$ cat src/rtl/tcs_pkg.sv
package tcs_pkg;

  localparam int COORD_WIDTH = 32;
  localparam int THR_WIDTH = 31;
  localparam logic [THR_WIDTH-1:0] THR_RESET = {THR_WIDTH{1'b1}};

  // Quotient bits resolved per divider stage.
  localparam int DIV_CHUNK = 8;

  localparam int NUM_SPLIT = 6;
  localparam int CNT_WIDTH = 3;
  localparam logic [CNT_WIDTH-1:0] LAST_TRI = CNT_WIDTH'(NUM_SPLIT - 1);

  typedef struct packed {
    logic valid;
    logic split;
  } split_ctl_t;

  // Long division by three over one chunk, most significant bit first.
  // Returns {remainder, quotient chunk}.
  function automatic logic [DIV_CHUNK+1:0] div3_chunk(input logic [1:0] r_in,
                                                      input logic [DIV_CHUNK-1:0] d);
    logic [2:0] t;
    logic [1:0] r;
    logic [DIV_CHUNK-1:0] q;
    r = r_in;
    q = '0;
    for (int i = DIV_CHUNK - 1; i >= 0; i--) begin
      t = {r, d[i]};
      if (t >= 3'd3) begin
        q[i] = 1'b1;
        t = t - 3'd3;
      end
      r = t[1:0];
    end
    return {r, q};
  endfunction

endpackage

$ cat src/rtl/tcs_div3_stage.sv
module tcs_div3_stage #(
  parameter int NBP = 40,
  parameter int LO = 0,
  parameter int SW = 12 * tcs_pkg::COORD_WIDTH
) (
  input  logic           clk,
  input  logic           rst_n,
  input  logic           adv,
  input  logic           in_vld,
  input  logic [NBP-1:0] in_wx,
  input  logic [NBP-1:0] in_wy,
  input  logic [1:0]     in_rx,
  input  logic [1:0]     in_ry,
  input  logic [SW-1:0]  in_side,
  output logic           out_vld,
  output logic [NBP-1:0] out_wx,
  output logic [NBP-1:0] out_wy,
  output logic [1:0]     out_rx,
  output logic [1:0]     out_ry,
  output logic [SW-1:0]  out_side
);

  localparam int CH = tcs_pkg::DIV_CHUNK;

  logic           vld_r;
  logic [NBP-1:0] wx_r, wy_r;
  logic [1:0]     rx_r, ry_r;
  logic [SW-1:0]  side_r;

  logic [CH+1:0]  resx, resy;
  logic [NBP-1:0] wx_nxt, wy_nxt;

  // Bits above the chunk already hold quotient, bits below still hold the
  // dividend; this stage replaces its own chunk with quotient bits.
  always_comb begin
    resx = tcs_pkg::div3_chunk(in_rx, in_wx[LO +: CH]);
    resy = tcs_pkg::div3_chunk(in_ry, in_wy[LO +: CH]);
    wx_nxt = in_wx;
    wy_nxt = in_wy;
    wx_nxt[LO +: CH] = resx[CH-1:0];
    wy_nxt[LO +: CH] = resy[CH-1:0];
  end

  always_ff @(posedge clk) begin
    if (!rst_n) begin
      vld_r <= 1'b0;
    end else if (adv) begin
      vld_r <= in_vld;
    end
  end

  always_ff @(posedge clk) begin
    if (adv) begin
      wx_r   <= wx_nxt;
      wy_r   <= wy_nxt;
      rx_r   <= resx[CH+1:CH];
      ry_r   <= resy[CH+1:CH];
      side_r <= in_side;
    end
  end

  assign out_vld  = vld_r;
  assign out_wx   = wx_r;
  assign out_wy   = wy_r;
  assign out_rx   = rx_r;
  assign out_ry   = ry_r;
  assign out_side = side_r;

endmodule

$ cat config.mk
export PLATFORM = sky130hd
export DESIGN_NAME = tcs_div3_stage
export DESIGN_NICKNAME = d
export VERILOG_FILES = /design/src/rtl/tcs_pkg.sv /design/src/rtl/tcs_div3_stage.sv
export SDC_FILE = /design/constraint.sdc
export NUM_CORES = 1
export LEC_CHECK = 0
export BUFFER_PORTS_ARGS = -buffer_cell sky130_fd_sc_hd__buf_4
export CAP_MARGIN = 40
export CORE_AREA = 4 4 363 365
export DETAILED_ROUTE_END_ITERATION = 8
export DIE_AREA = 0 0 367 369
export GPL_TIMING_DRIVEN = 0
export HOLD_SLACK_MARGIN = 0.02
export PLACE_DENSITY = 0.39
export SLEW_MARGIN = 15
export SYNTH_ARGS = -nofsm -noshare
export SYNTH_HDL_FRONTEND = slang
export SYNTH_SLANG_ARGS = --single-unit
$ cat constraint.sdc
create_clock -name clk -period 14.2 [get_ports clk]
set_input_delay 2.13 -clock clk [delete_from_list [all_inputs] [get_ports clk]]
set_output_delay 2.13 -clock clk [all_outputs]
set_load 0.01 [all_outputs]
==> impl_metrics.env <==
export IMPL_crit_fanout=10
export IMPL_grt_max_degree=111
export IMPL_grt_overflow=0
export IMPL_grt_pass1_vias=11551
export IMPL_insertion_delay_ns=0.62
export IMPL_die_area_um2=135000
export IMPL_grt_pass1_wl_mm=89.3
export IMPL_utilization=0.208
export IMPL_critPathMaxStageDelay_ns=0.66
export IMPL_dr_pass1_iters=5
export IMPL_synth_fp_nets=1181
export IMPL_postSynth_asyncResetShare=0
export IMPL_critical_path_class="primary input to flip-flop"
export IMPL_start_util=0.121
export IMPL_status="complete, no violations"
export IMPL_p_total_mw=3.71
export IMPL_yosysWarnings=0
export IMPL_worstPathRequired_ns=14.52
export IMPL_hold_slack_ns=0.518
export IMPL_power_density_nw_per_um2=139
export IMPL_post_cts_repair_setup_buffers=0
export IMPL_dieWidth_um=367
export IMPL_synth_area_um2=15600
export IMPL_cap_viol_max_count=0
export IMPL_drv_slew=0
export IMPL_path_clk_slew_ns=0.05
export IMPL_fillers=13757
export IMPL_synth_seq_area_share=0.899
export IMPL_setup_tns_ns=0
export IMPL_cts_resized=0
export IMPL_syn_avg_cell_area_um2=22.6
export IMPL_fin_cells=3421
export IMPL_die_h_um=369
export IMPL_cts_tree="done"
export IMPL_cp_slowest_cell="a211oi_1"
export IMPL_cts_sinks=469
export IMPL_worstPathArrival_ns=10.92
export IMPL_leakagePower_nw=10.7
export IMPL_hold_buffers=0
export IMPL_end_kind="flip-flop"
export IMPL_fin_crit_sh=0.746
export IMPL_rows=132
export IMPL_timing_fmax_mhz=94.4
export IMPL_synth_seq_cells=469
export IMPL_port_buffers=940
export IMPL_cts_made_buffers=59
export IMPL_cts_buffer_depth=3
export IMPL_area_delta_synth_final_pct=71.1
export IMPL_finalHoldViolCount=0
export IMPL_synth_edf_count=468
export IMPL_synth_area_leaders="edfxtp_1 90%, ha_1 1.3%, mux2i_1 0.77%, nor2_1 0.70%, a21oi_1 0.51%"
export IMPL_crit_path_start_kind="primary input"
export IMPL_io_pins=941
export IMPL_post_route_drc_count=0
export IMPL_htree_levels=2
export IMPL_cts_root_buf="clkbuf_16"
export IMPL_drive_gt1_frac=0.603
export IMPL_max_slew_margin_rel=0.437
export IMPL_worst_pin_slew_ns=0.839
export IMPL_finalClockSkew_ns=0
export IMPL_dp_slack_ns=2.92
export IMPL_synthCells=693
export IMPL_placedCellCount=3313
export IMPL_antenna_left=0
export IMPL_placed_area_um2=24900
export IMPL_finalWorstSetupSlack_ns=3.60
export IMPL_track_usage=0.0928
export IMPL_post_synth_top_count_cell="edfxtp_1"
export IMPL_totalWireLength_mm=66.9
export IMPL_cp_common_cell="ha_1"
export IMPL_vias=10686
export IMPL_core_area_um2=129000
export IMPL_yosysUniqueCellTypes=62
export IMPL_synthTopCellsByCount="468 x edfxtp_1, 29 x nor2_1, 16 x a21oi_1, 16 x ha_1, 16 x nand2_1"
export IMPL_fin_area_um2=26800
export IMPL_wl_per_cell_um=19.6
export IMPL_synth_main_ff_cell="edfxtp_1"
export IMPL_setup_viol=0
export IMPL_period_minus_slack_ns=10.60
export IMPL_drt_iter0_drc=541
export IMPL_hp_class="flip-flop to flip-flop"
export IMPL_rsz0062_at_grt="false"
export IMPL_antenna_found_initial=19
export IMPL_yosysTopAreaCell="edfxtp_1"
export IMPL_globalplace_congestion=0.851
export IMPL_viasPerCell=3.12
export IMPL_dp_hpwl_mm=53.6
export IMPL_synth_top_area_frac=0.898
export IMPL_fin_nets=2187
export IMPL_worst_ir_drop_vdd_mv=0.0927
-- cell usage in the layout (no fill, tap or decap), types with 9 or more instances in the layout --
master and instances:
o21ai_0 10, nor3_1 11, edfxtp_1 468, mux2i_1 12
clkbuf_1 17, clkinv_1 9, a21oi_1 16, a21o_1 9
inv_1 13, nand2_1 16, nor2_1 29, ha_1 16
clkbuf_16 59, buf_4 939
-- registers in the layout, summed over array words and instances (netlist names) --
| signal | cells |
|---|---|
| out_wx | 40 |
| out_rx | 2 |
| out_vld | 1 |
| out_wy | 40 |
| out_ry | 2 |
| out_side | 384 |
-- routing by layer --
metal / track usage / routed length, µm / vias to the layer above
li1: - / - / 4805
met1: 0.0972 / 23500 / 5195
met2: 0.159 / 33400 / 548
met3: 0.0464 / 7590 / 114
met4: 0.0370 / 2340 / 24
met5: 0 / 140 / -
-- worst max-delay path, delay by kind of cell --
family / cells / cell delay, ns
compound gates: 13 / 4.11
fa+ha+maj: 8 / 2.20
simple gates: 9 / 1.65
buf+inv: 4 / 0.48
mux: 2 / 0.34
-- final cells by class --
cell class	instances	area (µm²)	area share
antenna	4	10.0	0.000374
buffer	5	27.5	0.00103
clock buffer	73	1530	0.0571
clock inverter	31	305	0.0114
inverter	13	48.8	0.00182
multi-input combinational	206	1500	0.0559
sequential	469	14100	0.526
tap	1675	2100	0.0783
timing repair buffer	945	7180	0.268
-- where the power goes --
part / switching [mW] / internal (mW) / total [mW] / leakage (nW)
Sequential: 0.0421 / 1.66 / 1.70 / 4.59
Combinational: 0.274 / 0.288 / 0.561 / 5.27
Clock: 0.609 / 0.834 / 1.44 / 0.870
Total: 0.925 / 2.78 / 3.71 / 10.7
-- path summary, 6_finish.rpt --
kind	start	end	slack, ns	cells after the start
worst min register to register	out_vld	out_vld	0.52	2
worst min-delay path	out_vld	out_vld	0.52	2
worst max register to register	out_vld	out_vld	13.62	2
worst max-delay path	in_wy[7]	out_ry[0]	3.60	36
-- kinds of logic (layout without fill, tap and decap cells) --
kind of cell             Yosys count  after routing  synth area share
AO/OA/AOI/OAI                     71             71            0.0337
flip-flops                       469            469             0.899
multiplexers                      19             19            0.0149
XOR/XNOR                           1              1          0.000560
buffers and inverters             18           1067           0.00488
AND/OR/NAND/NOR                   99             99            0.0337
other                              0              4                 0
adder cells (fa/ha/maj)           16             16            0.0128
Power figures use the tool's default switching activity.
