**config.mk**
```make
export PLATFORM = sky130hd
export DESIGN_NAME = tcs_split
export DESIGN_NICKNAME = d
export VERILOG_FILES = /design/src/rtl/tcs_pkg.sv /design/src/rtl/tcs_split.sv
export SDC_FILE = /design/constraint.sdc
export NUM_CORES = 1
export LEC_CHECK = 0
export ABC_AREA = 1
export BUFFER_PORTS_ARGS = -buffer_cell sky130_fd_sc_hd__buf_4
export CAP_MARGIN = 0
export CELL_PAD_IN_SITES_DETAIL_PLACEMENT = 1
export CELL_PAD_IN_SITES_GLOBAL_PLACEMENT = 1
export CORE_AREA = 10 10 354 356
export CTS_CLUSTER_SIZE = 25
export DETAILED_ROUTE_END_ITERATION = 10
export DIE_AREA = 0 0 364 366
export MAX_ROUTING_LAYER = met4
export PLACE_DENSITY_LB_ADDON = 0.1
export REMOVE_ABC_BUFFERS = 1
export SYNTH_ARGS = -nofsm -noshare
export SYNTH_HDL_FRONTEND = slang
export SYNTH_SLANG_ARGS = --single-unit
```
**constraint.sdc**
```tcl
create_clock -name clk -period 4.6 [get_ports clk]
set_input_delay 0.23 -clock clk [delete_from_list [all_inputs] [get_ports clk]]
set_output_delay 0.23 -clock clk [all_outputs]
set_load 0.005 [all_outputs]
```
**src/rtl/tcs_pkg.sv**
```systemverilog
package tcs_pkg;

  localparam int COORD_WIDTH = 32;
  localparam int THR_WIDTH = 31;
  localparam logic [THR_WIDTH-1:0] THR_RESET = {THR_WIDTH{1'b1}};

  // Quotient bits resolved per divider stage.
  localparam int DIV_CHUNK = 8;

  localparam int NUM_SPLIT = 6;
  localparam int CNT_WIDTH = 3;
  localparam logic [CNT_WIDTH-1:0] LAST_TRI = CNT_WIDTH'(NUM_SPLIT - 1);

  typedef struct packed {
    logic valid;
    logic split;
  } split_ctl_t;

  // Long division by three over one chunk, most significant bit first.
  // Returns {remainder, quotient chunk}.
  function automatic logic [DIV_CHUNK+1:0] div3_chunk(input logic [1:0] r_in,
                                                      input logic [DIV_CHUNK-1:0] d);
    logic [2:0] t;
    logic [1:0] r;
    logic [DIV_CHUNK-1:0] q;
    r = r_in;
    q = '0;
    for (int i = DIV_CHUNK - 1; i >= 0; i--) begin
      t = {r, d[i]};
      if (t >= 3'd3) begin
        q[i] = 1'b1;
        t = t - 3'd3;
      end
      r = t[1:0];
    end
    return {r, q};
  endfunction

endpackage

```
**src/rtl/tcs_split.sv**
```systemverilog
module tcs_split #(
  parameter int W = tcs_pkg::COORD_WIDTH,
  parameter int SW = 12 * tcs_pkg::COORD_WIDTH
) (
  input  logic                              clk,
  input  logic                              rst_n,
  input  logic                              adv,
  input  logic                              in_vld,
  input  logic [W-1:0]                      in_qx,
  input  logic [W-1:0]                      in_qy,
  input  logic [SW-1:0]                     in_side,
  input  logic [tcs_pkg::THR_WIDTH-1:0]     thr,
  output tcs_pkg::split_ctl_t               out_ctl,
  output logic [W-1:0]                      out_cx,
  output logic [W-1:0]                      out_cy,
  output logic [SW-1:0]                     out_side
);

  localparam int DW = (W + 1 > tcs_pkg::THR_WIDTH) ? W + 1 : tcs_pkg::THR_WIDTH;

  tcs_pkg::split_ctl_t ctl_r;
  logic [W-1:0]        cx_r, cy_r;
  logic [SW-1:0]       side_r;

  logic [W-1:0]        cx, cy;
  logic signed [W:0]   ab [3];
  logic signed [W:0]   ba [3];
  logic [W:0]          mag [3];
  logic                split_nxt;

  always_comb begin
    // Removing the bias of 2^(W-1) from the quotient flips its top bit.
    cx = {~in_qx[W-1], in_qx[W-2:0]};
    cy = {~in_qy[W-1], in_qy[W-2:0]};
    split_nxt = 1'b0;
    for (int i = 0; i < 3; i++) begin
      ab[i]  = (W+1)'($signed(in_side[2*i*W +: W])) - (W+1)'($signed(cx));
      ba[i]  = (W+1)'($signed(cx)) - (W+1)'($signed(in_side[2*i*W +: W]));
      mag[i] = ab[i][W] ? $unsigned(ba[i]) : $unsigned(ab[i]);
      if (DW'(mag[i]) > DW'(thr)) begin
        split_nxt = 1'b1;
      end
    end
  end

  always_ff @(posedge clk) begin
    if (!rst_n) begin
      ctl_r <= '0;
    end else if (adv) begin
      ctl_r.valid <= in_vld;
      ctl_r.split <= split_nxt;
    end
  end

  always_ff @(posedge clk) begin
    if (adv) begin
      cx_r   <= cx;
      cy_r   <= cy;
      side_r <= in_side;
    end
  end

  assign out_ctl  = ctl_r;
  assign out_cx   = cx_r;
  assign out_cy   = cy_r;
  assign out_side = side_r;

endmodule

```
==> metrics.cfg, run 1 <==
[clock_tree]
cts_max_path_buffers=3
clk_transition_reported_paths_ns=0.06
cts_buffers=55
cts_tree=yes
clk_latency_ns=0.64
h-tree-depth=2
cts_root_buffer=clkbuf_16
cts_sinks=450

[sta]
hold_viol=0
finalClockSkew_ns=0
fin_hold_ws_ns=0.0412
setup-violations-final=0
maxSlewHeadroom_pct=48.8
max_freq_mhz=234
drv_slew=0
fin_crit_ns=4.27
layout_worst_path_cycle_share_pct=92.8
worst_pin_slew_ns=0.768

[critical_path]
critical_path_required_ns=5.11
cpMostUsedCell=nand2_1
critical_path_class=input port to register
slowest_stage=dlygate4sd3_1
worst_ep_arrival_time_ns=4.78
critPathTopFamily=simple AND/OR/NAND/NOR gates
start_kind=input port
cpPeakStageDelay_ns=0.54
crit_fanout=10
worstSetupEndpointType=register
critPathBufInv=7

[global_route]
gr-total-overflow=0
grt_pass1_wl_mm=222
grt_max_degree=114
antenna_found_initial=32
grt_usage_pct=24.1
grt_pass1_vias=29100

[logic_synthesis]
syn_avg_cell_area_um2=9.18
yosys-top-cells-area=edfxtp_1, ha_1, nand2_1, inv_1, a21oi_1
synth_area_um2=27700
synth_top_area_share_pct=48.6
yosys.area.top_type=edfxtp_1
synth_cells=3019
yosysSeqAreaShare_pct=48.7
async_reset_ff_share_pct=0
ys_types=45
ys_ff_latch=450
yosysWarnings=0
synthFlopType=edfxtp_1
synth_edf_count=448

[place]
io_buffers=932
hpwl_mm=136
gp_congestion=0.919

[die]
num_rows=126
coreArea_um2=118000
dieArea_um2=133000
die_h_um=366
ioPinCount=933
start_util_pct=23.5
die_w_um=364

[power]
total_power_mw=13.8
powerDensity_nw_per_um2=313
vdd_ir_drop_max_mv=0.316
leakage_nw=20.9

[finish]
syn_to_final_growth_pct=59.8
final_util_pct=37.6
fillers=13500
register_area_um2=13500
layout-drive-gt1-share_pct=27.9
multi_input_area_um2=12400
layout.nets=5336

[drt]
firstDrtPassIters=5
drtIter0Drc=1528
ant_nets=0
routed_wl_mm=163
routed_via_density=4.44
drc=0
avgRoutedWirePerCell_um=26.5
num_vias=27300

[status]
status=complete, no violations

[min_path]
worstHoldPathType=input port to register

[run]
maxCapViolCount=0

==> final cells by class <==
type                            count  area share [%]
Tap cell                         1536            4.34
Clock buffer                       67            3.21
Clock inverter                     31           0.616
Timing Repair Buffer             1515            28.8
Inverter                          511            4.44
Multi-Input combinational cell   2029            28.0
Sequential cell                   450            30.5
Antenna cell                       22           0.124
==> layer usage <==
layer	share of wire [%]	track usage (%)
met4	4.8	10.3
met2	50	41.5
met5	0	-
met3	4.5	3.51
met1	40	27.6
==> synthesized netlist by cell type, drive strengths merged, types with 7 or more instances <==
| library cell | n |
|---|---|
| a21boi | 8 |
| a21o | 26 |
| a21oi | 260 |
| buf | 29 |
| edfxtp | 448 |
| ha | 285 |
| inv | 511 |
| nand2 | 787 |
| nand3 | 70 |
| nand3b | 15 |
| nand4 | 8 |
| nor2 | 216 |
| nor3 | 27 |
| o21a | 9 |
| o21ai | 156 |
| o21bai | 26 |
| or2 | 7 |
| xnor2 | 31 |
| xor2 | 71 |
==> path summary, 6_finish.rpt <==
check / from / end / slack [ns] / cells after the start
max: in_qx[6] / out_ctl[0] / 0.33 / 35
min: rst_n / out_ctl[0] / 0.04 / 3
max reg2reg: out_ctl[1] / out_ctl[1] / 3.36 / 3
min reg2reg: out_ctl[0] / out_ctl[0] / 0.91 / 2
==> through the flow <==
step	TNS [ns]	instances	setup slack, ns	cell area, um2
2_1_floorplan	0	2990	0.760	27500
5_1_grt	-0.0159	6154	-0.0159	44300
6_report	0	6161	0.331	44300
3_3_place_gp	-0.0773	5571	-0.0773	37400
3_5_place_dp	0	5571	0.0137	37400
4_1_cts	0	6118	0.130	43500
==> worst register-to-register path: cells and delay by family, from the launching register on <==
kind	cells	cell delay (ns)
flip-flops	1	0.31
AO/OA/AOI/OAI	2	0.23
buffers and inverters	1	0.59
==> registers in the layout, indices dropped and copies added, names as in the netlist <==
signal,flops
out_ctl,2
out_side,384
out_cx,32
out_cy,32
==> cell usage in the layout, fill, tap and decap left out, types with 5 or more instances in the layout <==
master and count:
edfxtp_1 448, dlygate4sd3_1 448, ha_2 11, ha_4 16
nor3_1 24, inv_2 7, o21ai_1 16, xor2_1 71
a21oi_2 16, diode_2 22, o21bai_1 24, o21a_1 9
clkinv_1 13, buf_6 5, o21ai_2 11, a21boi_0 7
clkinv_2 7, buf_12 14, buf_4 1043, inv_1 491
nand4_1 8, fa_1 5, nor2_1 193, ha_1 258
nand2_1 757, xnor2_1 29, clkbuf_1 12, o21ai_0 129
nand3b_1 15, nor2_4 11, nor2_2 12, nand3_1 68
clkinvlp_4 14, a21o_1 26, clkbuf_16 56, nand2_2 26
a21oi_1 244
==> kinds of logic after synthesis <==
| kind of cell | after synthesis | synth area share [%] |
|---|---|---|
| and+or+nand+nor | 1135 | 16.8 |
| buffers and inverters | 540 | 7.77 |
| AOI/OAI and AO/OA | 501 | 10.2 |
| DFF | 450 | 48.7 |
| adders and majority gates | 291 | 13.3 |
| xor gates and xnor gates | 102 | 3.22 |
==> report_power, final <==
group | internal (mW) | switching [mW] | total, mW
Clock | 2.36 | 1.88 | 4.24
Combinational | 1.99 | 2.61 | 4.60
Sequential | 4.88 | 0.126 | 5.00
Total | 9.24 | 4.61 | 13.8
==> repair_timing <==
action                                  in CTS  in global routing
resized for setup                            0                 98
hold buffers                               449                  0
buffers inserted                             0                 20
endpoints found under the setup margin       0                  1
hold endpoints to repair                   448                  0
(Power assumes the default switching activity.)
==> run 2, diff against run 1 <==
RECOVER_POWER = 25   (was default)
==> run 2 against run 1 <==
Effect of this change: the run now ends with capacitance limit, slew limit left; clock-buffer cell count unchanged; setup slack lost 0.0051 ns; die area did not move; register-to-register slack is essentially flat; worst hold slack worse by 0.0086 ns; via count increased by 0.20%; non-clock buffer count stayed put; critical path depth fell by 2; cell count is essentially flat; critical path type unchanged; critical endpoint unchanged.
==> metrics.cfg, run 2 (synthesized netlist as in run 1, its figures left out) <==
[global_route]
grt_pass1_vias=29100  ; unchanged
gr-total-overflow=0  ; unchanged
grt_pass1_wl_mm=222  ; unchanged
antenna_found_initial=31  ; -3.1%
grt_usage_pct=24.1  ; unchanged
grt_max_degree=114  ; unchanged

[drt]
num_vias=27400  ; +0.20%
routed_wl_mm=163  ; -0.24%
avgRoutedWirePerCell_um=26.4  ; -0.21%
drtIter0Drc=1581  ; +3.5%
ant_nets=0  ; unchanged
drc=0  ; unchanged
firstDrtPassIters=6  ; +1
routed_via_density=4.45  ; +0.23%

[finish]
mostFrequentLayoutCells=nand2_1, buf_4, inv_1
syn_to_final_growth_pct=58.9
layout-drive-gt1-share_pct=26.5  ; -1.4 points
layout.nets=5336  ; unchanged
fillers=13500  ; +0.25%
layout_commonest_cell=nand2_1
largest_register_ffs=384  ; unchanged

[sta]
max_freq_mhz=234  ; -0.12%
hold_viol=0  ; unchanged
drv_slew=73  ; +73
finalClockSkew_ns=0  ; unchanged
fin_crit_ns=4.27  ; +0.00506 ns
worst_slack_ns=0.326  ; -0.00506 ns
maxSlewHeadroom_pct=-68.5  ; -120 points
setup-violations-final=0  ; unchanged
worst_pin_slew_ns=2.53  ; +1.76 ns
layout_worst_path_cycle_share_pct=92.9  ; +0.11 points

[power]
leakage_nw=20.6  ; -1.4%
combinationalPowerShare_pct=33.0  ; -0.2 points
p_switching_mw=4.61  ; about the same
switching_share_pct=33.4  ; +0.075 points
powerDensity_nw_per_um2=314  ; +0.32%
total_power_mw=13.8  ; -0.25%
cellInternalPower_mw=9.20  ; -0.37%
pwr-share-clk_pct=30.7  ; about the same
power_frac_seq_pct=36.2  ; about the same
vdd_ir_drop_max_mv=0.316  ; about the same

[critical_path]
slowest_stage=dlygate4sd3_1
worst_ep_arrival_time_ns=4.80  ; +0.02 ns
cpPeakStageDelay_ns=0.54  ; about the same
worstSetupEndpointType=register
critical_path_required_ns=5.12  ; about the same
start_kind=input port
cpMostUsedCell=nand2_1
crit_fanout=5  ; -5
critical_path_class=input port to register

[clock_tree]
cts_tree=yes
clk_latency_ns=0.65  ; about the same
cts_root_buffer=clkbuf_16
cts_buffers=55  ; unchanged
cts_sinks=450  ; unchanged
cts_max_path_buffers=3  ; unchanged
h-tree-depth=2  ; unchanged
clk_transition_reported_paths_ns=0.06  ; about the same

[die]
num_rows=126  ; unchanged
dieArea_um2=133000  ; unchanged
ioPinCount=933  ; unchanged
coreArea_um2=118000  ; unchanged
die_h_um=366  ; unchanged
start_util_pct=23.5  ; unchanged
die_w_um=364  ; unchanged

[min_path]
worstHoldPathType=input port to register

[place]
hpwl_mm=136  ; unchanged
io_buffers=932  ; unchanged
pre_cts_slack_ns=0.0137  ; unchanged
gp_congestion=0.919  ; unchanged

[status]
status=finished, violations left
violations=capacitance limit, slew limit

[run]
maxCapViolCount=1  ; +1

[run 2: worst paths after layout]
path / start / end / slack [ns] / cells after the start
min reg2reg: out_ctl[0] / out_ctl[0] / 0.93 / 2
min: rst_n / out_ctl[0] / 0.03 / 3
max: in_qx[0] / out_ctl[0] / 0.33 / 33
max reg2reg: out_ctl[1] / out_ctl[1] / 3.36 / 3
[run 2: through the flow]
step / TNS (ns) / hold slack [ns] / area [um2] / instances / util (%)
3_5_place_dp: 0 / 0.409 / 37400 / 5571 / 31.7
5_1_grt: -0.0159 / 0.0438 / 44000 / 6154 / 37.4
4_1_cts: 0 / 0.0509 / 43500 / 6118 / 37.0
6_report: 0 / 0.0326 / 44000 / 6159 / 37.4
3_3_place_gp: -0.0773 / 0.408 / 37400 / 5571 / 31.7
2_1_floorplan: 0 / 0.319 / 27500 / 2990 / -
[run 2: routing by layer]
| metal | vias up | GRT usage (%) | part of all wire (%) |
|---|---|---|---|
| met5 | - | - | 0 |
| met4 | 0 | 10.3 | 4.9 |
| met3 | 220 | 3.51 | 4.5 |
| met2 | 733 | 41.5 | 50 |
| met1 | 13400 | 27.6 | 40 |
| li1 | 13000 | - | - |
[run 2: power by group through the flow]
stage	Sequential [mW]	Combinational (mW)	Clock [mW]
floorplan	5.09	1.86	0
global placement	5.07	4.13	0
detailed placement	5.08	4.15	0
CTS	5.00	4.53	4.38
global route	5.03	5.01	4.53
finish	5.01	4.56	4.25
[run 2: layout make-up]
cell class | instances | area, um2 | area share [%]
Antenna cell | 20 | 50.0 | 0.114
Clock buffer | 67 | 1420 | 3.23
Clock inverter | 31 | 273 | 0.620
Inverter | 511 | 1970 | 4.47
Multi-Input combinational cell | 2029 | 12400 | 28.2
Sequential cell | 450 | 13500 | 30.7
Tap cell | 1536 | 1920 | 4.37
Timing Repair Buffer | 1515 | 12500 | 28.4
[run 2: timing repair]
| action | CTS | global route |
|---|---|---|
| resized for setup | 0 | 98 |
| setup buffers | 0 | 20 |
| hold endpoints to repair | 448 | 0 |
| hold buffers | 449 | 0 |
| setup endpoints to repair | 0 | 1 |
[run 2: worst max-delay path, delay by kind of cell]
family | cells | cell delay (ns)
compound gates | 4 | 0.78
xor+xnor | 1 | 0.17
fa+ha+maj | 3 | 0.97
buf+inv | 6 | 1.16
simple gates | 19 | 1.46
