`src/rtl/tcs_pkg.sv`:
```
package tcs_pkg;

  localparam int COORD_WIDTH = 32;
  localparam int THR_WIDTH = 31;
  localparam logic [THR_WIDTH-1:0] THR_RESET = {THR_WIDTH{1'b1}};

  // Quotient bits resolved per divider stage.
  localparam int DIV_CHUNK = 8;

  localparam int NUM_SPLIT = 6;
  localparam int CNT_WIDTH = 3;
  localparam logic [CNT_WIDTH-1:0] LAST_TRI = CNT_WIDTH'(NUM_SPLIT - 1);

  typedef struct packed {
    logic valid;
    logic split;
  } split_ctl_t;

  // Long division by three over one chunk, most significant bit first.
  // Returns {remainder, quotient chunk}.
  function automatic logic [DIV_CHUNK+1:0] div3_chunk(input logic [1:0] r_in,
                                                      input logic [DIV_CHUNK-1:0] d);
    logic [2:0] t;
    logic [1:0] r;
    logic [DIV_CHUNK-1:0] q;
    r = r_in;
    q = '0;
    for (int i = DIV_CHUNK - 1; i >= 0; i--) begin
      t = {r, d[i]};
      if (t >= 3'd3) begin
        q[i] = 1'b1;
        t = t - 3'd3;
      end
      r = t[1:0];
    end
    return {r, q};
  endfunction

endpackage

```
`src/rtl/tcs_expand.sv`:
```
module tcs_expand #(
  parameter int W = tcs_pkg::COORD_WIDTH,
  parameter int SW = 12 * tcs_pkg::COORD_WIDTH
) (
  input  logic                clk,
  input  logic                rst_n,
  input  tcs_pkg::split_ctl_t in_ctl,
  input  logic [W-1:0]        in_cx,
  input  logic [W-1:0]        in_cy,
  input  logic [SW-1:0]       in_side,
  output logic                free,
  output logic                out_valid,
  output logic [W-1:0]        out_p0_x,
  output logic [W-1:0]        out_p0_y,
  output logic [W-1:0]        out_p1_x,
  output logic [W-1:0]        out_p1_y,
  output logic [W-1:0]        out_p2_x,
  output logic [W-1:0]        out_p2_y,
  output logic                out_last_in_run
);

  localparam int CW = tcs_pkg::CNT_WIDTH;

  logic          e_valid_r;
  logic          e_split_r;
  logic [CW-1:0] e_cnt_r;
  logic [W-1:0]  e_vx_r [3];
  logic [W-1:0]  e_vy_r [3];
  logic [W-1:0]  e_mx_r [3];
  logic [W-1:0]  e_my_r [3];
  logic [W-1:0]  e_cx_r, e_cy_r;

  logic          o_valid_r;
  logic          o_last_r;
  logic [W-1:0]  o_x_r [3];
  logic [W-1:0]  o_y_r [3];

  logic          e_last;
  logic [W-1:0]  sel_x [3];
  logic [W-1:0]  sel_y [3];

  always_comb begin
    e_last = !e_split_r || (e_cnt_r == tcs_pkg::LAST_TRI);
    free   = !e_valid_r || e_last;
  end

  // Split order per edge i: (m_i, centroid, v_i) then (m_i, v_i+1, centroid).
  always_comb begin
    sel_x[0] = e_vx_r[0]; sel_y[0] = e_vy_r[0];
    sel_x[1] = e_vx_r[1]; sel_y[1] = e_vy_r[1];
    sel_x[2] = e_vx_r[2]; sel_y[2] = e_vy_r[2];
    if (e_split_r) begin
      case (e_cnt_r)
        3'd0: begin
          sel_x = '{e_mx_r[0], e_cx_r, e_vx_r[0]};
          sel_y = '{e_my_r[0], e_cy_r, e_vy_r[0]};
        end
        3'd1: begin
          sel_x = '{e_mx_r[0], e_vx_r[1], e_cx_r};
          sel_y = '{e_my_r[0], e_vy_r[1], e_cy_r};
        end
        3'd2: begin
          sel_x = '{e_mx_r[1], e_cx_r, e_vx_r[1]};
          sel_y = '{e_my_r[1], e_cy_r, e_vy_r[1]};
        end
        3'd3: begin
          sel_x = '{e_mx_r[1], e_vx_r[2], e_cx_r};
          sel_y = '{e_my_r[1], e_vy_r[2], e_cy_r};
        end
        3'd4: begin
          sel_x = '{e_mx_r[2], e_cx_r, e_vx_r[2]};
          sel_y = '{e_my_r[2], e_cy_r, e_vy_r[2]};
        end
        default: begin
          sel_x = '{e_mx_r[2], e_vx_r[0], e_cx_r};
          sel_y = '{e_my_r[2], e_vy_r[0], e_cy_r};
        end
      endcase
    end
  end

  always_ff @(posedge clk) begin
    if (!rst_n) begin
      e_valid_r <= 1'b0;
      e_cnt_r   <= '0;
      o_valid_r <= 1'b0;
      o_last_r  <= 1'b0;
    end else begin
      if (free) begin
        e_valid_r <= in_ctl.valid;
        e_cnt_r   <= '0;
      end else begin
        e_cnt_r <= e_cnt_r + CW'(1);
      end
      o_valid_r <= e_valid_r;
      o_last_r  <= e_valid_r && e_last;
    end
  end

  always_ff @(posedge clk) begin
    if (free && in_ctl.valid) begin
      e_split_r <= in_ctl.split;
      e_cx_r    <= in_cx;
      e_cy_r    <= in_cy;
      for (int i = 0; i < 3; i++) begin
        e_vx_r[i] <= in_side[(2*i)*W +: W];
        e_vy_r[i] <= in_side[(2*i+1)*W +: W];
        e_mx_r[i] <= in_side[(2*i+6)*W +: W];
        e_my_r[i] <= in_side[(2*i+7)*W +: W];
      end
    end
    for (int i = 0; i < 3; i++) begin
      o_x_r[i] <= sel_x[i];
      o_y_r[i] <= sel_y[i];
    end
  end

  assign out_valid       = o_valid_r;
  assign out_last_in_run = o_last_r;
  assign out_p0_x        = o_x_r[0];
  assign out_p0_y        = o_y_r[0];
  assign out_p1_x        = o_x_r[1];
  assign out_p1_y        = o_y_r[1];
  assign out_p2_x        = o_x_r[2];
  assign out_p2_y        = o_y_r[2];

  a_run_advances: assert property (@(posedge clk) disable iff (!rst_n)
    e_valid_r && !e_last |=> e_valid_r && (e_cnt_r == $past(e_cnt_r) + CW'(1)))
    else $error("split run did not advance to the next triangle");

  a_held_item_emits: assert property (@(posedge clk) disable iff (!rst_n)
    e_valid_r |=> o_valid_r)
    else $error("held request produced no result");

  a_unsplit_single: assert property (@(posedge clk) disable iff (!rst_n)
    e_valid_r && !e_split_r |-> e_cnt_r == '0)
    else $error("unsplit request counted past its only triangle");

  a_last_marks_result: assert property (@(posedge clk) disable iff (!rst_n)
    o_last_r |-> o_valid_r)
    else $error("last flag raised without a result");

endmodule
```
`config.mk`:
```
export PLATFORM = sky130hd
export DESIGN_NAME = tcs_expand
export DESIGN_NICKNAME = d
export VERILOG_FILES = /design/src/rtl/tcs_pkg.sv /design/src/rtl/tcs_expand.sv
export SDC_FILE = /design/constraint.sdc
export NUM_CORES = 1
export LEC_CHECK = 0
export BUFFER_PORTS_ARGS = -buffer_cell sky130_fd_sc_hd__buf_2
export CORE_ASPECT_RATIO = 1.25
export CORE_MARGIN = 8
export CORE_UTILIZATION = 30
export DETAILED_ROUTE_END_ITERATION = 10
export HOLD_SLACK_MARGIN = 0.15
export RECOVER_POWER = 100
export SYNTH_ARGS = -nofsm -noshare
export SYNTH_HDL_FRONTEND = slang
export SYNTH_SLANG_ARGS = --single-unit
```
`constraint.sdc`:
```
create_clock -name clk -period 29.7 [get_ports clk]
set_input_delay 4.455 -clock clk [delete_from_list [all_inputs] [get_ports clk]]
set_output_delay 4.455 -clock clk [all_outputs]
set_load 0.02 [all_outputs]
```
==> results of run 1 <==
-- cells in the final DEF (no fill, tap or decap), types with 2 or more instances in the layout --
cell	instances
a21oi_1	65
a221o_1	64
a221oi_1	64
a22oi_1	192
and2_0	2
and3_1	2
buf_2	381
buf_4	13
bufinv_16	8
clkbuf_1	290
clkbuf_16	72
clkbuf_8	4
clkinv_1	6
clkinv_2	9
clkinvlp_4	3
dfxtp_1	198
diode_2	17
edfxtp_1	449
ha_1	3
ha_4	2
inv_1	3
inv_6	5
nand2_1	71
nor2_1	131
nor2b_1	2
o21ai_0	64
or2_4	2
-- worst max-delay path, delay by kind of cell --
kind / cells / cell delay [ns]
buf+inv: 4 / 8.56
simple gates: 1 / 1.83
-- synthesized netlist by cell type --
cell	count
buf_2	11
buf_1	9
nor2b_2	1
ha_1	5
a221o_1	64
a21oi_2	1
a221oi_1	64
nand2_1	72
buf_6	18
a21oi_4	1
inv_2	1
inv_1	3
a21oi_1	65
nor3_4	1
nand2_2	1
a21o_1	1
nor2_1	131
or2_1	2
clkbuf_1	61
dfxtp_1	198
o21ai_0	64
buf_4	2
o21bai_1	1
nor2b_1	2
o21ba_4	1
edfxtp_1	449
and3_1	2
a22oi_1	192
and2_1	2
-- state kept, by name (all words and copies together), names as in the netlist --
register         count
out_valid            1
o_y_r               96
o_x_r               96
e_cnt_r              3
e_vx_r              96
e_vy_r              96
e_cy_r              32
e_valid_r            1
e_split_r            1
e_mx_r              96
out_last_in_run      1
e_my_r              96
e_cx_r              32
-- power breakdown --
group	switching (W)	internal, W	leakage (nW)
registers	0.0000295	0.00104	6.01
logic	0.000126	0.0000577	3.34
clock network	0.000359	0.000527	1.13
-- cells by family after synthesis --
| kind of cell | count (synthesis) | synth area share |
|---|---|---|
| adder cells (fa/ha/maj) | 5 | 0.00281 |
| AND/OR/NAND/NOR | 214 | 0.0379 |
| buffers and inverters | 105 | 0.0247 |
| flip-flops | 647 | 0.784 |
| AO/OA/AOI/OAI | 454 | 0.150 |
-- worst min path at each step --
stage,from,to,cells past startpoint
floorplan,e_cnt_r[0],e_cnt_r[0],1
global placement,e_cnt_r[0],e_cnt_r[0],1
detailed placement,e_cnt_r[0],e_cnt_r[0],1
CTS,e_cnt_r[0],e_cnt_r[0],1
global route,e_cnt_r[0],e_cnt_r[0],1
finish,e_cnt_r[0],e_cnt_r[0],1
-- metal layers --
| layer | part of all wire | vias to the layer above | track usage |
|---|---|---|---|
| met5 | 0.00085 | - | 0 |
| met4 | 0.037 | 10 | 0.0736 |
| met3 | 0.097 | 178 | 0.0545 |
| met2 | 0.49 | 975 | 0.309 |
| met1 | 0.38 | 7852 | 0.216 |
| li1 | - | 6908 | - |
-- per-stage QoR --
stage               hold slack [ns]  total power [W]  worst slack [ns]
floorplan                     0.433          0.00119             14.29
global placement              0.455          0.00128             21.76
finish                        0.466          0.00214             14.80
CTS                           0.471          0.00217             22.27
detailed placement            0.458          0.00128             21.62
global route                  0.491          0.00221             13.65
-- final cells by class --
type | instances | area, um2 | area share
sequential | 647 | 17400 | 0.615
multi-input combinational | 673 | 4300 | 0.151
timing repair buffer | 669 | 3040 | 0.107
clock buffer | 91 | 1910 | 0.0675
tap | 960 | 1200 | 0.0424
clock inverter | 34 | 410 | 0.0145
antenna | 17 | 42.5 | 0.00150
inverter | 4 | 16.3 | 0.000573
==> results.json, run 1 <==
{
  "die_y_um": 320,
  "synth_cell_types": 29,
  "max-clock-path-buffers": 3,
  "drv_slew": 776,
  "endpoint_kind": "register",
  "wl_per_cell_um": 25.9,
  "place_area_um2": 26400,
  "cap_viol_max_count": 15,
  "fin_area_um2": 28400,
  "cts_resized": 0,
  "ys_seq_elements": 647,
  "r2r_end": "e_vy_r[0][89]",
  "hold_viol": 0,
  "crit_end": "e_vy_r[0][89]",
  "power_density_nw_per_um2": 75.5,
  "yosysTopAreaCell": "edfxtp_1",
  "cp_max_fo": 75,
  "synth_area_um2": 22200,
  "crit_chain": "clkbuf_1 > and2_0 > clkbuf_1 > clkbuf_1 > clkbuf_1",
  "worst_path_largest_cell_delay_ns": 2.90,
  "worst_slew_pin_slew_ns": 4.51,
  "clk_latency_ns": 0.59,
  "stdcell_count": 3095,
  "violations": "max-capacitance violations, max-slew violations",
  "cp.required_ns": 29.80,
  "finalClockSkew_ns": 0.0212,
  "drive_above_1_share": 0.241,
  "cts_sinks": 647,
  "first_iter_violations": 1413,
  "rows": 111,
  "nets": 2522,
  "grt_max_degree": 82,
  "rr_worst_depth": 7,
  "criticalPathCategory": "input pin to register",
  "grt_pass1_vias": 17000,
  "slew-limit-headroom": -2.00,
  "syn_avg_cell_area_um2": 15.6,
  "synthTopCellsByArea": "edfxtp_1 (61%), dfxtp_1 (18%), a22oi_1 (6.5%)",
  "status": "finished with violations",
  "clkTransAtPathRegs_ns": 0.06,
  "core-area_um2": 73300,
  "cts-hold-fix-buffers": 0,
  "htreeDepth": 3,
  "ant_nets": 0,
  "fillers": 7022,
  "cp-start-kind": "input pin",
  "via_count": 15900,
  "tritoncts": "built",
  "dp_cells": 2953,
  "grt_pass1_wl_mm": 113,
  "synth.top_cell.area_share": 0.606,
  "fmax_mhz": 67.1,
  "finalCriticalPeriod_ns": 14.90,
  "root_buffer": "clkbuf_16",
  "syn-num-nets": 1882,
  "post-route-period-util": 0.502,
  "hold_class": "register to register",
  "syn2layout_area_growth_pct": 27.5,
  "start_util": 0.303,
  "post-route-drc-count": 0,
  "vias_per_cell": 5.14,
  "startpoint": "in_ctl[1]",
  "reg2reg_from": "e_split_r",
  "synthCells": 1425,
  "grt_overflow": 0,
  "rrSetupSlack_ns": 16.48,
  "worst_ir_drop_vdd_v": 0.0000576,
  "io_buffers": 646,
  "wl_mm": 80.1,
  "drt_pass1_iterations": 5,
  "post-route-util": 0.387,
  "hpwl_mm": 54.2,
  "cts_buffers": 70,
  "p_leak_nw": 10.5,
  "crit_top_cell": "clkbuf_1",
  "slowest_stage": "clkbuf_1",
  "ys_seq_area_frac": 0.784,
  "worstPathArrival_ns": 15.01,
  "grt_setup_unrepaired": "no",
  "die_area_um2": 83200,
  "cts_setup_buffers": 0,
  "io_pins": 647,
  "synth-warning-count": 0,
  "gp_congestion": 0.850,
  "setup_tns_ns": 0,
  "setup_viol": 0,
  "fp.dieW_um": 260,
  "gr-usage-all-layers": 0.183,
  "antenna_found_initial": 20
}
Note: power is estimated with default switching activity, not from simulation.
==> inputs of run 2 (changes only) <==
ABC_AREA = 1   (was default)
clock period = 12.1 ns   (was 29.7 ns; I/O delays follow)
==> results.json, run 2 <==
{
  "grt_max_degree": 155,
  "via_count": 22100,
  "grt_pass1_wl_mm": 149,
  "yosysTopAreaCell": "edfxtp_1",
  "antenna_found_initial": 26,
  "cts_setup_buffers": 0,
  "hold_viol": 0,
  "cp_max_fo": 84,
  "grt_setup_unrepaired": "no",
  "drt_pass1_iterations": 7,
  "post-route-util": 0.376,
  "synth_cell_types": 19,
  "synth_edf_count": 449,
  "path_buf_inv": 4,
  "final_common_cell": "nand2_1",
  "setup_viol": 0,
  "cts_buffers": 74,
  "synth-warning-count": 0,
  "slew-limit-headroom": -1.65,
  "clk_latency_ns": 0.63,
  "hold_depth": 2,
  "core-area_um2": 86900,
  "criticalPathCategory": "register to register",
  "synthFlopType": "edfxtp_1",
  "wl_per_cell_um": 23.1,
  "rows": 121,
  "worstPathArrival_ns": 8.28,
  "max-clock-path-buffers": 3,
  "totalPowerFinal_w": 0.00545,
  "p_sw_frac": 0.261,
  "crit_chain": "inv_6 > clkbuf_1 > a21oi_4 > buf_4 > buf_4 > nand3_1 > nand3_1 > nand2_1 > nand2_1",
  "fillers": 8809,
  "post-route-period-util": 0.640,
  "worst_path_largest_cell_delay_ns": 2.61,
  "first_iter_violations": 2052,
  "synthCells": 2768,
  "final_cell_mix": "nand2_1 (1194), nand3_1 (480), edfxtp_1 (449)",
  "die_y_um": 347,
  "worst_slew_pin_slew_ns": 3.97,
  "synth_area_um2": 26300,
  "r2r_end": "o_y_r[0][23]",
  "tritoncts": "built",
  "cp.required_ns": 12.63,
  "p_leak_nw": 14.3,
  "power_density_nw_per_um2": 167,
  "grt_pass1_vias": 22000,
  "synth.top_cell.area_share": 0.514,
  "fmax_mhz": 129,
  "syn2layout_area_growth_pct": 24.4,
  "htreeDepth": 3,
  "vias_per_cell": 4.81,
  "combPwrFrac": 0.095,
  "finalCriticalPeriod_ns": 7.75,
  "status": "finished with violations",
  "hp-start": "e_vx_r[0][65]",
  "path_depth": 9,
  "fp.dieW_um": 281,
  "worst_ir_drop_vdd_v": 0.000122,
  "gr-usage-all-layers": 0.208,
  "ys_seq_elements": 647,
  "drv_slew": 321,
  "violations": "max-capacitance violations, max-slew violations",
  "wl_mm": 106,
  "p_switching_w": 0.00142,
  "yosys-top-cells-count": "nand2_1 (1196), nand3_1 (480), edfxtp_1 (449)",
  "rr_worst_depth": 9,
  "hold_end": "o_x_r[0][65]",
  "endpoint_kind": "register",
  "nets": 3805,
  "slowest_stage": "dfxtp_1",
  "cts_resized": 0,
  "post-route-drc-count": 0,
  "drive_above_1_share": 0.149,
  "ys_async_sr_fraction": 0,
  "cts_sinks": 647,
  "ys_seq_area_frac": 0.664,
  "ant_nets": 0,
  "stdcell_count": 4588,
  "setup_tns_ns": 0,
  "grt_overflow": 0,
  "cap_viol_max_count": 5,
  "rrSetupSlack_ns": 4.35,
  "clkTransAtPathRegs_ns": 0.06,
  "io_buffers": 646,
  "dp_cells": 4440,
  "cp-start-kind": "register",
  "pwr-share-seq": 0.487,
  "io_pins": 647,
  "start_util": 0.302,
  "path_delay_family": "buffers and inverters",
  "yosys.cell_count.top_type": "nand2_1",
  "synthTopCellsByArea": "edfxtp_1 (51%), nand2_1 (17%), dfxtp_1 (15%)",
  "reg2reg_from": "e_cnt_r[2]",
  "syn_avg_cell_area_um2": 9.49,
  "cts-hold-fix-buffers": 0,
  "clkPwrFrac": 0.418,
  "root_buffer": "clkbuf_16",
  "finalClockSkew_ns": 0.0366,
  "syn-num-nets": 3225,
  "gp_congestion": 0.919,
  "hpwl_mm": 71.9,
  "hold_class": "register to register",
  "die_area_um2": 97300,
  "intPower_w": 0.00403
}
[run 2: changes by cell type after synthesis, sizes merged, moves of 64 or more]
cell    before   now
nand2       73  1197
nand3        0   480
a22oi      192     0
inv          4   136
a21oi       67     2
a221o       64     0
a221oi      64     0
[run 2: worst max-delay path by stage]
stage                    start            end  slack (ns)
floorplan            in_ctl[1]      e_cx_r[0]        0.76
global placement     in_ctl[1]  e_vy_r[0][44]        7.44
detailed placement   in_ctl[1]  e_my_r[0][68]        7.44
CTS                 e_cnt_r[2]   o_x_r[0][26]        7.91
global route        e_cnt_r[2]   o_y_r[0][23]        3.90
finish              e_cnt_r[2]   o_y_r[0][23]        4.35
[run 2: area by class of cell]
class	count	area, um2	area share
flip-flops and latches	647	17400	0.534
repair buffers	670	3070	0.0939
diodes	13	32.5	0.000996
inverters	137	529	0.0162
multi-input cells	1818	7660	0.234
well taps	1168	1460	0.0447
clock inverters	38	393	0.0120
clock buffers	97	2070	0.0634
[run 2: through the flow]
| stage | setup slack, ns | cell area (um2) | hold slack [ns] |
|---|---|---|---|
| final | 4.35 | 32700 | 0.469 |
| after global routing | 3.90 | 32600 | 0.485 |
| after CTS | 7.91 | 33000 | 0.468 |
| after detailed placement | 7.44 | 30500 | 0.457 |
| after global placement | 7.44 | 30500 | 0.453 |
| after floorplan | 0.755 | 26300 | 0.433 |
[run 2: kinds of logic after synthesis]
logic type	Yosys count	share of synthesized area
buf+inv	303	0.0472
simple gates	1746	0.273
fa+ha+maj	5	0.00238
compound gates	67	0.0133
flops	647	0.664
[run 2: power groups by stage]
stage	clock network (W)	logic (W)	registers (W)
4_1_cts	0.00234	0.000548	0.00265
3_3_place_gp	0	0.000543	0.00270
2_1_floorplan	0	0.000201	0.00277
6_report	0.00228	0.000516	0.00265
3_5_place_dp	0	0.000547	0.00270
5_1_grt	0.00242	0.000568	0.00267
[run 2: routing by layer]
layer	vias to the layer above	GRT usage	share of wire
met3	202	0.0652	0.10
met5	-	0	0.0017
met1	10400	0.242	0.37
met4	28	0.0864	0.043
li1	10300	-	-
met2	1148	0.353	0.48
[run 2: tightest hold or removal path, delay by kind of cell, from the launching register on]
kind,cells,cell delay (ns)
and+or+nand+nor,2,0.10
DFF,1,0.34
==> inputs of run 3 (changes only) <==
clock period = 8 ns   (was 12.1 ns; I/O delays follow)
==> results.json, run 3 (synthesis gave the netlist of run 2 again) <==
{
  "status": "finished with violations",
  "violations": "max-capacitance violations, max-slew violations",
  "p_switching_w": 0.00212,
  "hold_class": "register to register",
  "place_area_um2": 30600,
  "power_density_nw_per_um2": 252,
  "grt_max_degree": 162,
  "slowest_stage": "clkbuf_1",
  "post-route-period-util": 0.691,
  "gr-usage-all-layers": 0.214,
  "grt_util_met1": 0.242,
  "cp_max_fo": 67,
  "gp_congestion": 0.870,
  "cp-start-kind": "register",
  "final_common_cell": "nand2_1",
  "dp_cells": 4445,
  "die_area_um2": 97300,
  "htreeDepth": 3,
  "drive_above_1_share": 0.149,
  "fin_area_um2": 32700,
  "cts_resized": 0,
  "core-area_um2": 86900,
  "worst_ir_drop_vdd_v": 0.000173,
  "finalCriticalPeriod_ns": 5.53,
  "met3_usage": 0.0631,
  "drv_slew": 249,
  "endpoint_kind": "register",
  "p_leak_nw": 14.3,
  "crit_chain": "inv_1 > ha_1 > buf_4 > a21oi_4 > clkbuf_1 > nand3_1 > nand3_1 > nand2_1 > nand2_1",
  "setup_viol": 0,
  "vias_per_cell": 4.86,
  "slew-limit-headroom": -1.77,
  "start_util": 0.302,
  "pwr-share-seq": 0.487,
  "p_sw_frac": 0.257,
  "grt_overflow": 0,
  "grt_pass1_wl_mm": 153,
  "ant_nets": 0,
  "path_delay_family": "buffers and inverters",
  "worst_path_largest_cell_delay_ns": 2.92,
  "fmax_mhz": 181,
  "clk_latency_ns": 0.62,
  "intPower_w": 0.00613,
  "grt_setup_unrepaired": "no",
  "final_cell_mix": "nand2_1 (1192), nand3_1 (480), edfxtp_1 (449)",
  "rrSetupSlack_ns": 2.47,
  "cts_setup_buffers": 0,
  "fp.dieW_um": 281,
  "grt-busiest-layer": "met2",
  "cap_viol_max_count": 5,
  "root_buffer": "clkbuf_16",
  "wl_mm": 109,
  "multi_input_area_um2": 7650,
  "worst_slew_pin_slew_ns": 4.16,
  "rows": 121,
  "post-route-drc-count": 0,
  "criticalPathCategory": "register to register",
  "io_buffers": 646,
  "antenna_found_initial": 35,
  "path_buf_inv": 3,
  "cts-hold-fix-buffers": 0,
  "totalPowerFinal_w": 0.00825,
  "seq_area_um2": 17400,
  "wl_per_cell_um": 23.7,
  "max-clock-path-buffers": 3,
  "tritoncts": "built",
  "die_y_um": 347,
  "hpwl_mm": 75.7,
  "cp.required_ns": 8.54,
  "nets": 3808,
  "use_met2": 0.368,
  "cts_sinks": 647,
  "grt_pass1_vias": 22400,
  "stdcell_count": 4594,
  "combPwrFrac": 0.095,
  "cts_buffers": 72,
  "finalClockSkew_ns": 0.0229,
  "worstPathArrival_ns": 6.07,
  "clkPwrFrac": 0.417,
  "drt_pass1_iterations": 6,
  "syn2layout_area_growth_pct": 24.5,
  "clkTransAtPathRegs_ns": 0.06,
  "via_count": 22300,
  "io_pins": 647,
  "hold_viol": 0,
  "fillers": 8880,
  "first_iter_violations": 2055
}
## run 3: worst paths after layout
check                                    from  depth (start not counted)      endpoint
worst max-delay path               e_cnt_r[0]                          9  o_y_r[0][45]
worst min-delay path            e_vx_r[0][63]                          2  o_x_r[0][63]
worst max register to register     e_cnt_r[0]                          9  o_y_r[0][45]
worst min register to register  e_vx_r[0][63]                          2  o_x_r[0][63]
## run 3: layout make-up
class / count / share of cell area
sequential: 647 / 0.534
antenna: 17 / 0.00130
inverter: 137 / 0.0160
multi-input combinational: 1818 / 0.234
clock buffer: 104 / 0.0635
clock inverter: 28 / 0.0111
tap: 1168 / 0.0447
timing repair buffer: 675 / 0.0956
## run 3: power groups by stage
stage / Clock [W] / Sequential [W] / Combinational [W]
4_1_cts: 0.00352 / 0.00403 / 0.000831
3_5_place_dp: 0 / 0.00409 / 0.000828
5_1_grt: 0.00364 / 0.00404 / 0.000865
3_3_place_gp: 0 / 0.00410 / 0.000821
6_report: 0.00344 / 0.00402 / 0.000786
2_1_floorplan: 0 / 0.00417 / 0.000305
## run 3: metal layers
layer | vias up | part of all wire | wire (um)
met4 | 30 | 0.053 | 5750
li1 | 10300 | - | -
met1 | 10500 | 0.36 | 39500
met3 | 260 | 0.099 | 10800
met2 | 1207 | 0.48 | 52700
met5 | - | 0.0018 | 199
## run 3: tightest hold or removal path: cells and delay by family, from the launching register on
kind	cells	cell delay, ns
AND/OR/NAND/NOR	2	0.10
flip-flops	1	0.34
## run 3: stage by stage
step	hold WS (ns)	worst slack, ns	utilization	TNS, ns
2_1_floorplan	0.435	-0.378	-	-169.67
3_3_place_gp	0.453	4.58	0.352	0
3_5_place_dp	0.456	4.52	0.352	0
4_1_cts	0.454	4.38	0.380	0
5_1_grt	0.481	2.17	0.376	0
6_report	0.460	2.47	0.376	0
